$ cat src/sv/pidc_pkg.sv
`timescale 1ns / 1ps

package pidc_pkg;

   // time step format, unsigned Q8.24
   localparam int DT_W    = 32;
   localparam int DT_FRAC = 24;

   // operation code, carried on tuser
   localparam int OP_W        = 2;
   localparam int OP_NEG_BIT  = 0;
   localparam int OP_RATE_BIT = 1;

   // register file indexes
   localparam int CSR_IDX_W = 3;
   localparam logic [CSR_IDX_W-1:0] CSR_PROP_GAIN   = 3'd0;
   localparam logic [CSR_IDX_W-1:0] CSR_INTEG_GAIN  = 3'd1;
   localparam logic [CSR_IDX_W-1:0] CSR_DERIV_GAIN  = 3'd2;
   localparam logic [CSR_IDX_W-1:0] CSR_INTEG_UPPER = 3'd3;
   localparam logic [CSR_IDX_W-1:0] CSR_INTEG_LOWER = 3'd4;

   // sequencer states
   typedef enum logic [3:0] {
      ST_IDLE,
      ST_LOAD,
      ST_MUL1,
      ST_MUL2,
      ST_DLOAD,
      ST_DMUL,
      ST_ACC,
      ST_CLAMP,
      ST_SUM,
      ST_CMD,
      ST_DONE
   } pidc_state_type;

endpackage

$ cat src/sv/pidc_mul.sv
`timescale 1ns / 1ps

// unsigned shift-add multiplier, one multiplier bit per cycle
module pidc_mul #(
   parameter int A_W = 64,
   parameter int B_W = 32
)(
   input  logic               clock,
   input  logic               reset,
   input  logic               start,
   input  logic [A_W-1:0]     mcand,
   input  logic [B_W-1:0]     mplier,
   output logic               busy,
   output logic [A_W+B_W-1:0] product
);

   localparam int CNT_W = $clog2(B_W + 1);

   logic [A_W-1:0]     mcand_ff, mcand_in;
   logic [A_W+B_W-1:0] prod_ff, prod_in;
   logic [CNT_W-1:0]   cnt_ff, cnt_in;
   logic               busy_ff, busy_in;
   logic [A_W:0]       part;

   // add multiplicand to the upper half when the low bit is set, then shift right
   always_comb begin
      part     = {1'b0, prod_ff[A_W+B_W-1:B_W]} + (prod_ff[0] ? {1'b0, mcand_ff} : '0);
      mcand_in = mcand_ff;
      prod_in  = prod_ff;
      cnt_in   = cnt_ff;
      busy_in  = busy_ff;
      if (start) begin
         mcand_in = mcand;
         prod_in  = {{A_W{1'b0}}, mplier};
         cnt_in   = CNT_W'(B_W);
         busy_in  = 1'b1;
      end else if (busy_ff) begin
         prod_in = {part, prod_ff[B_W-1:1]};
         cnt_in  = cnt_ff - 1'b1;
         busy_in = (cnt_ff != CNT_W'(1));
      end
   end

   // control
   always_ff @(posedge clock) begin
      if (reset) begin
         busy_ff <= 1'b0;
         cnt_ff  <= '0;
      end else begin
         busy_ff <= busy_in;
         cnt_ff  <= cnt_in;
      end
   end

   // operands and product
   always_ff @(posedge clock) begin
      mcand_ff <= mcand_in;
      prod_ff  <= prod_in;
   end

   assign busy    = busy_ff;
   assign product = prod_ff;

endmodule

$ cat src/sv/pidc_div.sv
`timescale 1ns / 1ps

// unsigned restoring divider, one quotient bit per cycle
module pidc_div #(
   parameter int N_W = 57,
   parameter int D_W = 32
)(
   input  logic           clock,
   input  logic           reset,
   input  logic           start,
   input  logic [N_W-1:0] num,
   input  logic [D_W-1:0] den,
   output logic           busy,
   output logic [N_W-1:0] quot
);

   localparam int CNT_W = $clog2(N_W + 1);

   logic [D_W-1:0]   den_ff, den_in;
   logic [D_W-1:0]   rem_ff, rem_in;
   logic [N_W-1:0]   nq_ff, nq_in;
   logic [CNT_W-1:0] cnt_ff, cnt_in;
   logic             busy_ff, busy_in;
   logic [D_W:0]     shifted;
   logic [D_W+1:0]   trial;
   logic             fits;

   // numerator bits leave at the top, quotient bits enter at the bottom
   always_comb begin
      shifted = {rem_ff, nq_ff[N_W-1]};
      trial   = {1'b0, shifted} - {2'b00, den_ff};
      fits    = ~trial[D_W+1];
      den_in  = den_ff;
      rem_in  = rem_ff;
      nq_in   = nq_ff;
      cnt_in  = cnt_ff;
      busy_in = busy_ff;
      if (start) begin
         den_in  = den;
         rem_in  = '0;
         nq_in   = num;
         cnt_in  = CNT_W'(N_W);
         busy_in = 1'b1;
      end else if (busy_ff) begin
         rem_in  = fits ? trial[D_W-1:0] : shifted[D_W-1:0];
         nq_in   = {nq_ff[N_W-2:0], fits};
         cnt_in  = cnt_ff - 1'b1;
         busy_in = (cnt_ff != CNT_W'(1));
      end
   end

   // control
   always_ff @(posedge clock) begin
      if (reset) begin
         busy_ff <= 1'b0;
         cnt_ff  <= '0;
      end else begin
         busy_ff <= busy_in;
         cnt_ff  <= cnt_in;
      end
   end

   // operands, remainder and quotient
   always_ff @(posedge clock) begin
      den_ff <= den_in;
      rem_ff <= rem_in;
      nq_ff  <= nq_in;
   end

   assign busy = busy_ff;
   assign quot = nq_ff;

endmodule

$ cat src/sv/pid_controller_iclamp_top.sv
`timescale 1ns / 1ps

// channel   direction  handshake             payload
// req       in         req_tvalid/tready     error_in, error_rate, step_time; operation on tuser
// rsp       out        rsp_tvalid/tready     command, prop_error_out, integ_term_out, deriv_error_out
// csr       in         csr_wr_en             csr_addr selects the register, csr_wdata the value
//
// one request at a time; a request with nonzero step_time is paced by three bit-serial
// multiply passes in series, and the serial divide runs beside the first two. a zero
// step_time request goes straight to the result.
// reset is synchronous and clears the registers and the loop state to zero.
// the result register holds while rsp_tready is low and the next request is still taken.
module pid_controller_iclamp_top
   import pidc_pkg::*;
#(
   parameter int DATA_WIDTH = 32,
   parameter int FRAC_BITS  = 16,
   localparam int REQ_TD_W  = ((2 * DATA_WIDTH + DT_W + 7) / 8) * 8,
   localparam int RSP_TD_W  = ((4 * DATA_WIDTH + 7) / 8) * 8
)(
   input  logic                  clock,
   input  logic                  reset,
   input  logic                  req_tvalid,
   output logic                  req_tready,
   input  logic [REQ_TD_W-1:0]   req_tdata,   // error_in, error_rate, step_time
   input  logic [OP_W-1:0]       req_tuser,   // operation
   output logic                  rsp_tvalid,
   input  logic                  rsp_tready,
   output logic [RSP_TD_W-1:0]   rsp_tdata,   // command, prop_error_out, integ_term_out,
                                              // deriv_error_out
   input  logic                  csr_wr_en,
   input  logic [CSR_IDX_W-1:0]  csr_addr,
   input  logic [DATA_WIDTH-1:0] csr_wdata
);

   localparam int W      = DATA_WIDTH;
   localparam int F      = FRAC_BITS;
   localparam int MI_A   = 2 * W;
   localparam int MI_B   = (W > DT_W) ? W : DT_W;
   localparam int MI_P   = MI_A + MI_B;
   localparam int INC_S  = F + DT_FRAC;
   localparam int INC_W  = MI_P - INC_S + 1;
   localparam int ACC_W  = ((INC_W > W) ? INC_W : W) + 2;
   localparam int PD_P   = 2 * W;
   localparam int PMAG_W = PD_P - F + 1;
   localparam int PT_W   = PMAG_W + 1;
   localparam int SUM_W  = ((PT_W > W) ? PT_W : W) + 2;
   localparam int NEG_W  = SUM_W + 1;
   localparam int N_W    = W + 1 + DT_FRAC;
   localparam logic [W-1:0] SAT_MAX = {1'b0, {(W-1){1'b1}}};
   localparam logic [W-1:0] SAT_MIN = {1'b1, {(W-1){1'b0}}};

   function automatic logic [W-1:0] mag_w(input logic [W-1:0] v);
      mag_w = v[W-1] ? (~v + 1'b1) : v;
   endfunction

   // request fields
   logic [W-1:0]    req_error;
   logic [W-1:0]    req_rate;
   logic [DT_W-1:0] req_dt;
   logic            accept;

   // registers
   logic [W-1:0] prop_gain_ff, integ_gain_ff, deriv_gain_ff, integ_upper_ff, integ_lower_ff;

   // loop state
   logic [W-1:0] integ_acc_ff, prev_error_ff, deriv_error_ff, prop_error_ff;

   // work registers
   pidc_state_type  state_ff, state_in;
   logic [W-1:0]    err_ff;
   logic [DT_W-1:0] dt_ff;
   logic [OP_W-1:0] op_ff;
   logic [W:0]      diff_ff;
   logic            sgn_i_ff, sgn_p_ff, sgn_d_ff;
   logic [INC_W-1:0]  inc_mag_ff, inc_mag_in;
   logic [PMAG_W-1:0] p_mag_ff, p_mag_in, d_mag_ff;
   logic [ACC_W-1:0]  acc_ff, acc_in;
   logic [PT_W-1:0]   p_term_ff, p_term_in, d_term_ff, d_term_in;
   logic [SUM_W-1:0]  sum_ff, sum_in;
   logic [W-1:0]      cmd_ff, cmd_in, integ_in, deriv_q_in;
   logic              rsp_valid_ff;
   logic [4*W-1:0]    rsp_data_ff;

   // sequencer controls
   logic mi_start, mpd_start, div_start;
   logic ld_p, ld_inc, ld_d, ld_out;

   // serial units
   logic [MI_A-1:0] mi_a;
   logic [MI_B-1:0] mi_b;
   logic [MI_P-1:0] mi_prod;
   logic            mi_busy;
   logic [W-1:0]    mpd_a, mpd_b;
   logic [PD_P-1:0] mpd_prod;
   logic            mpd_busy;
   logic [N_W-1:0]  div_num, div_quot;
   logic            div_busy;

   // datapath helpers
   logic [W-1:0]     err_mag, der_mag;
   logic [W:0]       diff_mag;
   logic             q_big;
   logic [ACC_W-1:0] integ_x, inc_x, upper_x, lower_x, clamp_hi;
   logic [NEG_W-1:0] sum_x, neg_val;
   logic [NEG_W-W:0] sat_hi;

   assign req_error = req_tdata[W-1:0];
   assign req_rate  = req_tdata[2*W-1:W];
   assign req_dt    = req_tdata[2*W+DT_W-1:2*W];
   assign accept    = req_tvalid & req_tready;

   // register writes
   always_ff @(posedge clock) begin
      if (reset) begin
         prop_gain_ff   <= '0;
         integ_gain_ff  <= '0;
         deriv_gain_ff  <= '0;
         integ_upper_ff <= '0;
         integ_lower_ff <= '0;
      end else if (csr_wr_en) begin
         case (csr_addr)
            CSR_PROP_GAIN:   prop_gain_ff   <= csr_wdata;
            CSR_INTEG_GAIN:  integ_gain_ff  <= csr_wdata;
            CSR_DERIV_GAIN:  deriv_gain_ff  <= csr_wdata;
            CSR_INTEG_UPPER: integ_upper_ff <= csr_wdata;
            CSR_INTEG_LOWER: integ_lower_ff <= csr_wdata;
            default: ;
         endcase
      end
   end

   // state register
   always_ff @(posedge clock) begin
      if (reset) begin
         state_ff <= ST_IDLE;
      end else begin
         state_ff <= state_in;
      end
   end

   // next state and unit controls
   always_comb begin
      state_in   = state_ff;
      req_tready = 1'b0;
      mi_start   = 1'b0;
      mpd_start  = 1'b0;
      div_start  = 1'b0;
      ld_p       = 1'b0;
      ld_inc     = 1'b0;
      ld_d       = 1'b0;
      ld_out     = 1'b0;
      case (state_ff)
         ST_IDLE: begin
            req_tready = 1'b1;
            if (req_tvalid) begin
               state_in = (req_dt == '0) ? ST_DONE : ST_LOAD;
            end
         end
         ST_LOAD: begin
            mi_start  = 1'b1;
            mpd_start = 1'b1;
            div_start = 1'b1;
            state_in  = ST_MUL1;
         end
         ST_MUL1: begin
            if (!mi_busy && !mpd_busy) begin
               mi_start = 1'b1;
               ld_p     = 1'b1;
               state_in = ST_MUL2;
            end
         end
         ST_MUL2: begin
            if (!mi_busy && !div_busy) begin
               ld_inc   = 1'b1;
               state_in = ST_DLOAD;
            end
         end
         ST_DLOAD: begin
            mpd_start = 1'b1;
            state_in  = ST_DMUL;
         end
         ST_DMUL: begin
            if (!mpd_busy) begin
               ld_d     = 1'b1;
               state_in = ST_ACC;
            end
         end
         ST_ACC:   state_in = ST_CLAMP;
         ST_CLAMP: state_in = ST_SUM;
         ST_SUM:   state_in = ST_CMD;
         ST_CMD:   state_in = ST_DONE;
         ST_DONE: begin
            if (!rsp_valid_ff || rsp_tready) begin
               ld_out   = 1'b1;
               state_in = ST_IDLE;
            end
         end
         default: state_in = ST_IDLE;
      endcase
   end

   // unit operands: first pass is gain times error, second pass is that times the step
   always_comb begin
      err_mag  = mag_w(err_ff);
      der_mag  = mag_w(deriv_error_ff);
      diff_mag = diff_ff[W] ? (~diff_ff + 1'b1) : diff_ff;
      div_num  = {diff_mag, {DT_FRAC{1'b0}}} + N_W'(dt_ff[DT_W-1:1]);
      if (state_ff == ST_LOAD) begin
         mi_a  = MI_A'(mag_w(integ_gain_ff));
         mi_b  = MI_B'(err_mag);
         mpd_a = mag_w(prop_gain_ff);
         mpd_b = err_mag;
      end else begin
         mi_a  = mi_prod[MI_A-1:0];
         mi_b  = MI_B'(dt_ff);
         mpd_a = mag_w(deriv_gain_ff);
         mpd_b = der_mag;
      end
   end

   pidc_mul #(.A_W(MI_A), .B_W(MI_B)) u_mul_integ (
      .clock   (clock),
      .reset   (reset),
      .start   (mi_start),
      .mcand   (mi_a),
      .mplier  (mi_b),
      .busy    (mi_busy),
      .product (mi_prod)
   );

   pidc_mul #(.A_W(W), .B_W(W)) u_mul_pd (
      .clock   (clock),
      .reset   (reset),
      .start   (mpd_start),
      .mcand   (mpd_a),
      .mplier  (mpd_b),
      .busy    (mpd_busy),
      .product (mpd_prod)
   );

   pidc_div #(.N_W(N_W), .D_W(DT_W)) u_div (
      .clock (clock),
      .reset (reset),
      .start (div_start),
      .num   (div_num),
      .den   (dt_ff),
      .busy  (div_busy),
      .quot  (div_quot)
   );

   // rounding, clamping and command arithmetic
   always_comb begin
      // round half away from zero on magnitudes
      p_mag_in   = PMAG_W'(mpd_prod[PD_P-1:F]) + PMAG_W'(mpd_prod[F-1]);
      inc_mag_in = INC_W'(mi_prod[MI_P-1:INC_S]) + INC_W'(mi_prod[INC_S-1]);

      // difference quotient saturates at the data range
      q_big = |div_quot[N_W-1:W-1];
      if (diff_ff[W]) begin
         deriv_q_in = q_big ? SAT_MIN : (~div_quot[W-1:0] + 1'b1);
      end else begin
         deriv_q_in = q_big ? SAT_MAX : div_quot[W-1:0];
      end

      // integral update
      integ_x = {{(ACC_W-W){integ_acc_ff[W-1]}}, integ_acc_ff};
      inc_x   = ACC_W'(inc_mag_ff);
      acc_in  = integ_x + (sgn_i_ff ? (~inc_x + 1'b1) : inc_x);

      // signed p and d terms
      p_term_in = sgn_p_ff ? (~PT_W'(p_mag_ff) + 1'b1) : PT_W'(p_mag_ff);
      d_term_in = sgn_d_ff ? (~PT_W'(d_mag_ff) + 1'b1) : PT_W'(d_mag_ff);

      // upper limit first, then lower
      upper_x  = {{(ACC_W-W){integ_upper_ff[W-1]}}, integ_upper_ff};
      lower_x  = {{(ACC_W-W){integ_lower_ff[W-1]}}, integ_lower_ff};
      clamp_hi = ($signed(acc_ff) > $signed(upper_x)) ? upper_x : acc_ff;
      integ_in = ($signed(clamp_hi) < $signed(lower_x)) ? lower_x[W-1:0] : clamp_hi[W-1:0];

      sum_in = {{(SUM_W-PT_W){p_term_ff[PT_W-1]}}, p_term_ff}
             + {{(SUM_W-W){integ_acc_ff[W-1]}}, integ_acc_ff}
             + {{(SUM_W-PT_W){d_term_ff[PT_W-1]}}, d_term_ff};

      // optional negation and saturation
      sum_x   = {sum_ff[SUM_W-1], sum_ff};
      neg_val = op_ff[OP_NEG_BIT] ? (~sum_x + 1'b1) : sum_x;
      sat_hi  = neg_val[NEG_W-1:W-1];
      if ((&sat_hi) || !(|sat_hi)) begin
         cmd_in = neg_val[W-1:0];
      end else begin
         cmd_in = neg_val[NEG_W-1] ? SAT_MIN : SAT_MAX;
      end
   end

   // loop state and result valid
   always_ff @(posedge clock) begin
      if (reset) begin
         integ_acc_ff   <= '0;
         prev_error_ff  <= '0;
         deriv_error_ff <= '0;
         prop_error_ff  <= '0;
         rsp_valid_ff   <= 1'b0;
      end else begin
         if (accept) begin
            prop_error_ff <= req_error;
            if (req_tuser[OP_RATE_BIT]) begin
               deriv_error_ff <= req_rate;
            end
         end
         if (ld_inc && !op_ff[OP_RATE_BIT]) begin
            deriv_error_ff <= deriv_q_in;
            prev_error_ff  <= err_ff;
         end
         if (state_ff == ST_CLAMP) begin
            integ_acc_ff <= integ_in;
         end
         if (ld_out) begin
            rsp_valid_ff <= 1'b1;
         end else if (rsp_tready) begin
            rsp_valid_ff <= 1'b0;
         end
      end
   end

   // work registers
   always_ff @(posedge clock) begin
      if (accept) begin
         err_ff  <= req_error;
         dt_ff   <= req_dt;
         op_ff   <= req_tuser;
         diff_ff <= {req_error[W-1], req_error} - {prev_error_ff[W-1], prev_error_ff};
         cmd_ff  <= '0;
      end
      if (state_ff == ST_LOAD) begin
         sgn_i_ff <= integ_gain_ff[W-1] ^ err_ff[W-1];
         sgn_p_ff <= prop_gain_ff[W-1] ^ err_ff[W-1];
      end
      if (state_ff == ST_DLOAD) begin
         sgn_d_ff <= deriv_gain_ff[W-1] ^ deriv_error_ff[W-1];
      end
      if (ld_p) begin
         p_mag_ff <= p_mag_in;
      end
      if (ld_inc) begin
         inc_mag_ff <= inc_mag_in;
      end
      if (ld_d) begin
         d_mag_ff <= p_mag_in;
      end
      if (state_ff == ST_ACC) begin
         acc_ff    <= acc_in;
         p_term_ff <= p_term_in;
         d_term_ff <= d_term_in;
      end
      if (state_ff == ST_SUM) begin
         sum_ff <= sum_in;
      end
      if (state_ff == ST_CMD) begin
         cmd_ff <= cmd_in;
      end
      if (ld_out) begin
         rsp_data_ff <= {deriv_error_ff, integ_acc_ff, prop_error_ff, cmd_ff};
      end
   end

   assign rsp_tvalid = rsp_valid_ff;
   assign rsp_tdata  = RSP_TD_W'(rsp_data_ff);

endmodule
$ cat config.mk
export PLATFORM = sky130hd
export DESIGN_NAME = pid_controller_iclamp_top
export DESIGN_NICKNAME = d
export VERILOG_FILES = /design/src/sv/pidc_pkg.sv /design/src/sv/pidc_mul.sv /design/src/sv/pidc_div.sv /design/src/sv/pid_controller_iclamp_top.sv
export SDC_FILE = /design/constraint.sdc
export NUM_CORES = 2
export LEC_CHECK = 0
export BUFFER_PORTS_ARGS = -buffer_cell sky130_fd_sc_hd__buf_2
export CAP_MARGIN = 40
export CORE_UTILIZATION = 45
export DETAILED_ROUTE_END_ITERATION = 6
export PLACE_DENSITY = 0.64
export SETUP_SLACK_MARGIN = 0.4
export SLEW_MARGIN = 15
export SYNTH_ARGS = -nofsm -noshare
export SYNTH_HDL_FRONTEND = slang
export SYNTH_SLANG_ARGS = --single-unit
export TNS_END_PERCENT = 5
$ cat constraint.sdc
create_clock -name clock -period 16 [get_ports clock]
set_input_delay 2.4 -clock clock [delete_from_list [all_inputs] [get_ports clock]]
set_output_delay 2.4 -clock clock [all_outputs]
set_load 0.05 [all_outputs]
==> metrics <==
run status finished, final reports clean; setup violators final 0; Worst path depth 24; H-Tree Depth 4; post-DP HPWL 176000 um; grt ovf 0; pin count of the biggest net entering global routing 86; endpoint type of the worst setup path register; Cell Chain, Critical Path ha_1, a21oi_1, o21ai_0, a2111oi_0, o211ai_1, a211oi_1, xnor2_1, or2_2, buf_4, o21ai_0, ha_1, a21o_1, a21o_1, a21o_1, a21o_1, a21oi_1, o21bai_1, nor4b_1, o211ai_1, a211o_1, a41oi_4, buf_4, mux2i_1, o21ai_0; postcts setup bufs 0; Buffers & Inverters on Critical Path 2; pwr dens 138 nW/um2; Hold Crit Start cmd_ff[5]; RR Endpoint integ_acc_ff[27]; clk slew on worst S/H paths 0.06 ns; Fin. Hold Viols 0; Worst R2R Path Depth 24; share of cells above drive strength 1 8.42%; nets@finish approximately 8600; drt wl/cell 22.2 um; CTS sink cnt 1319; Die W 413 um; core footprint between 150000 and 200000 um2; Placed Area 79800 um2; Pre-antenna DRT Iters 5; Syn. warnings 0; fin. max-slew vios 0; worst r2r src acc_ff[6]; Worst Max-Slew Pin Slew roughly 0.96 ns; CP Max Fanout 54; finished layout cell area 85100 um2; CTS tree yes; number of port buffers 267; post-CTS sizing 0; CTS Buf Count 151; Worst Path Required 16.67 ns; hold path cells 0; Antenna Nets Post-Route 0; clock insertion delay at the later pin of the skew report about 0.8 ns; first-pass GRT wire length 346000 um; slowest stage delay, CP 0.85 ns; min Tclk post-route 7.54 ns; synthesis-to-layout area growth 12.0%; Cells after Synth 7852; via count 59700; unrepaired setup endpoints after global routing false; DIE AREA 171000 um2; Crit path max-delay family compound AO/OA/AOI/OAI gates; Mean Syn Cell Area 9.68 um2; post-DR vias/cell 5.75; clk_skew around 0.024 ns; synth unique cells 78; Synth Flop Type edfxtp_1; peak supply drop 0.127 mV; Worst Hold Class reg2reg; static leakage between 0.03 and 0.04 uW; Place WS 8.57 ns; critical setup path kind reg2reg; Routed WL 230000 um; Initial Util a little under half; vias in the first global route roughly 57000; GRT Overall Usage about a quarter; critical path startpoint category register; final worst slack 8.46 ns; CTS max path bufs 3; fillers 15300; EDFF count, synth 877; # IOs 268; root buffer cell clkbuf_16; GPL Wtd Cong 0.940; Iter 0 DRT Violations 5086; Seq/Total Area, Yosys between 40 and 50%; die span in y 413 um; CP arrival 8.20 ns; Synth Net Count roughly 8500; synthesized flop and latch total about 1300; post-cts hold buffer count 0; initial antenna violation count 19; Slew HR a little over a third; Final Non-Filler Cells 10400; max-cap check violation count 0; row count 150; f_max ~0.13 GHz; fin crit share 47.1%; Setup TNS Final 0 ns; Slowest-stage cell, CP a2111oi_0; Inst Count DP 10100; Post-Synthesis Cell Area about 76000 um2; R2R Setup Slk roughly 8.5 ns; Core Util, Final 50.8%; most used cell, CP a21o_1; DRC Markers 0; Worst Hold End rsp_tdata[5]; Async SR Flop Fraction 0%
per-stage QoR:
step / total power, uW / hold slack, ns
3_5_place_dp: 8200 / 0.405
4_1_cts: 11700 / 0.417
6_report: 11700 / 0.418
3_3_place_gp: 8110 / 0.403
5_1_grt: 12300 / 0.423
2_1_floorplan: 7110 / 0.400
state kept, by name (all words and copies together) (netlist names), 49 cells and up:
name and cells:
u_mul_integ.product 96, inc_mag_ff 57, p_term_ff 50, p_mag_ff 49, u_div.quot 57, sum_ff 52
acc_ff 59, d_mag_ff 49, u_mul_integ.mcand_ff 64, d_term_ff 50, u_mul_pd.product 64, rsp_tdata 128
cells in the mapped netlist (17+ instances only):
master    count  area, um2
fa_1         57       1140
edfxtp_1    877      26300
o21a_1       44        330
ha_1        413       5170
a211oi_1     55        413
o41ai_1      65        569
or2_2        39        244
nand3_1     146        731
nand2b_1     67        419
dfxtp_1     442       8850
xnor2_1     491       4300
nor3_1       95        475
and2_1      138        863
o31ai_1     126        946
a21oi_1     592       2960
a21o_1      239       1790
nor2_1      425       1600
nand2_1    1174       4410
nand4_1      87        544
a21boi_0     17        128
and3_1       58        363
buf_1        22       82.6
a31oi_1      43        269
xor2_1      263       2300
o22ai_1      19        119
a311oi_1     25        219
inv_1       283       1060
or3_1        76        475
nor2b_1      56        350
nor4_1       61        382
nand3b_1     18        135
o21bai_1     37        278
o211ai_1     18        135
o21ai_0     581       2910
clkbuf_1    314       1180
or4_1        71        533
mux2i_1     127       1270
where the power goes:
| group | leakage (uW) | switching [uW] | internal [uW] |
|---|---|---|---|
| registers | 0.0118 | 572 | 4340 |
| clock network | 0.00248 | 1440 | 2110 |
| logic | 0.0184 | 2020 | 1250 |
| total | 0.0327 | 4030 | 7700 |
cell type report:
cell class	instances	area (um2)	area share, %
Multi-Input combinational cell	5913	38600	45.4
Sequential cell	1319	35200	41.3
Clock buffer	205	4250	4.99
Tap cell	2204	2760	3.24
Timing Repair Buffer	361	2370	2.79
Inverter	284	1080	1.27
Clock inverter	78	832	0.978
Antenna cell	11	27.5	0.0323
worst reg2reg max path, delay by kind of cell (launching register included):
family,cells,cell delay (ns)
compound gates,16,3.73
buf+inv,2,1.13
flops,1,0.39
xor+xnor,1,0.20
fa+ha+maj,2,0.65
simple gates,2,0.99
mux,1,0.30
layer usage:
| layer | vias up | wire length, um | GRT usage (%) |
|---|---|---|---|
| met5 | - | 34 | 0 |
| met3 | 458 | 13300 | 3.68 |
| met1 | 28600 | 98200 | 34.4 |
| met4 | 4 | 12100 | 13.5 |
| li1 | 28700 | - | - |
| met2 | 1892 | 107000 | 43.4 |
cells in the final DEF, fill, tap and decap left out, types with 55 or more instances in the layout:
cell       synthesis  final
xor2_1           263    263
edfxtp_1         877    877
nand4_1           87     87
o21ai_0          581    581
clkbuf_16          0    157
a211oi_1          55     55
ha_1             413    413
and2_1           138    138
and3_1            58     56
nand2b_1          67     65
nor4_1            61     61
a21oi_1          592    592
nor2b_1           56     56
mux2i_1          127    127
or3_1             76     75
fa_1              57     57
nor2_1           425    420
dfxtp_1          442    438
nand3_1          146    144
o31ai_1          126    126
o41ai_1           65     64
inv_1            283    278
nand2_1         1174   1173
xnor2_1          491    491
nor3_1            95     91
or4_1             71     71
a21o_1           239    239
buf_2              0    267
buf_4              0     68
logic make-up (layout without fill, tap and decap cells):
logic type	Yosys count	in the layout	synth area share, %
adders and majority gates	470	470	8.30
muxes	132	132	1.75
other	0	11	0
xor gates and xnor gates	754	754	8.69
buffers and inverters	620	928	3.06
and+or+nand+nor	2564	2564	15.8
AOI/OAI and AO/OA	1993	1993	16.2
DFF	1319	1319	46.3
worst max path at each step:
stage	start	endpoint
after detailed placement	acc_ff[6]	integ_acc_ff[2]
after global routing	acc_ff[6]	integ_acc_ff[7]
after global placement	integ_upper_ff[31]	integ_acc_ff[27]
after CTS	acc_ff[6]	integ_acc_ff[2]
after floorplan	rsp_tready	rsp_tdata[0]
final	acc_ff[6]	integ_acc_ff[27]
(Power assumes the default switching activity.)
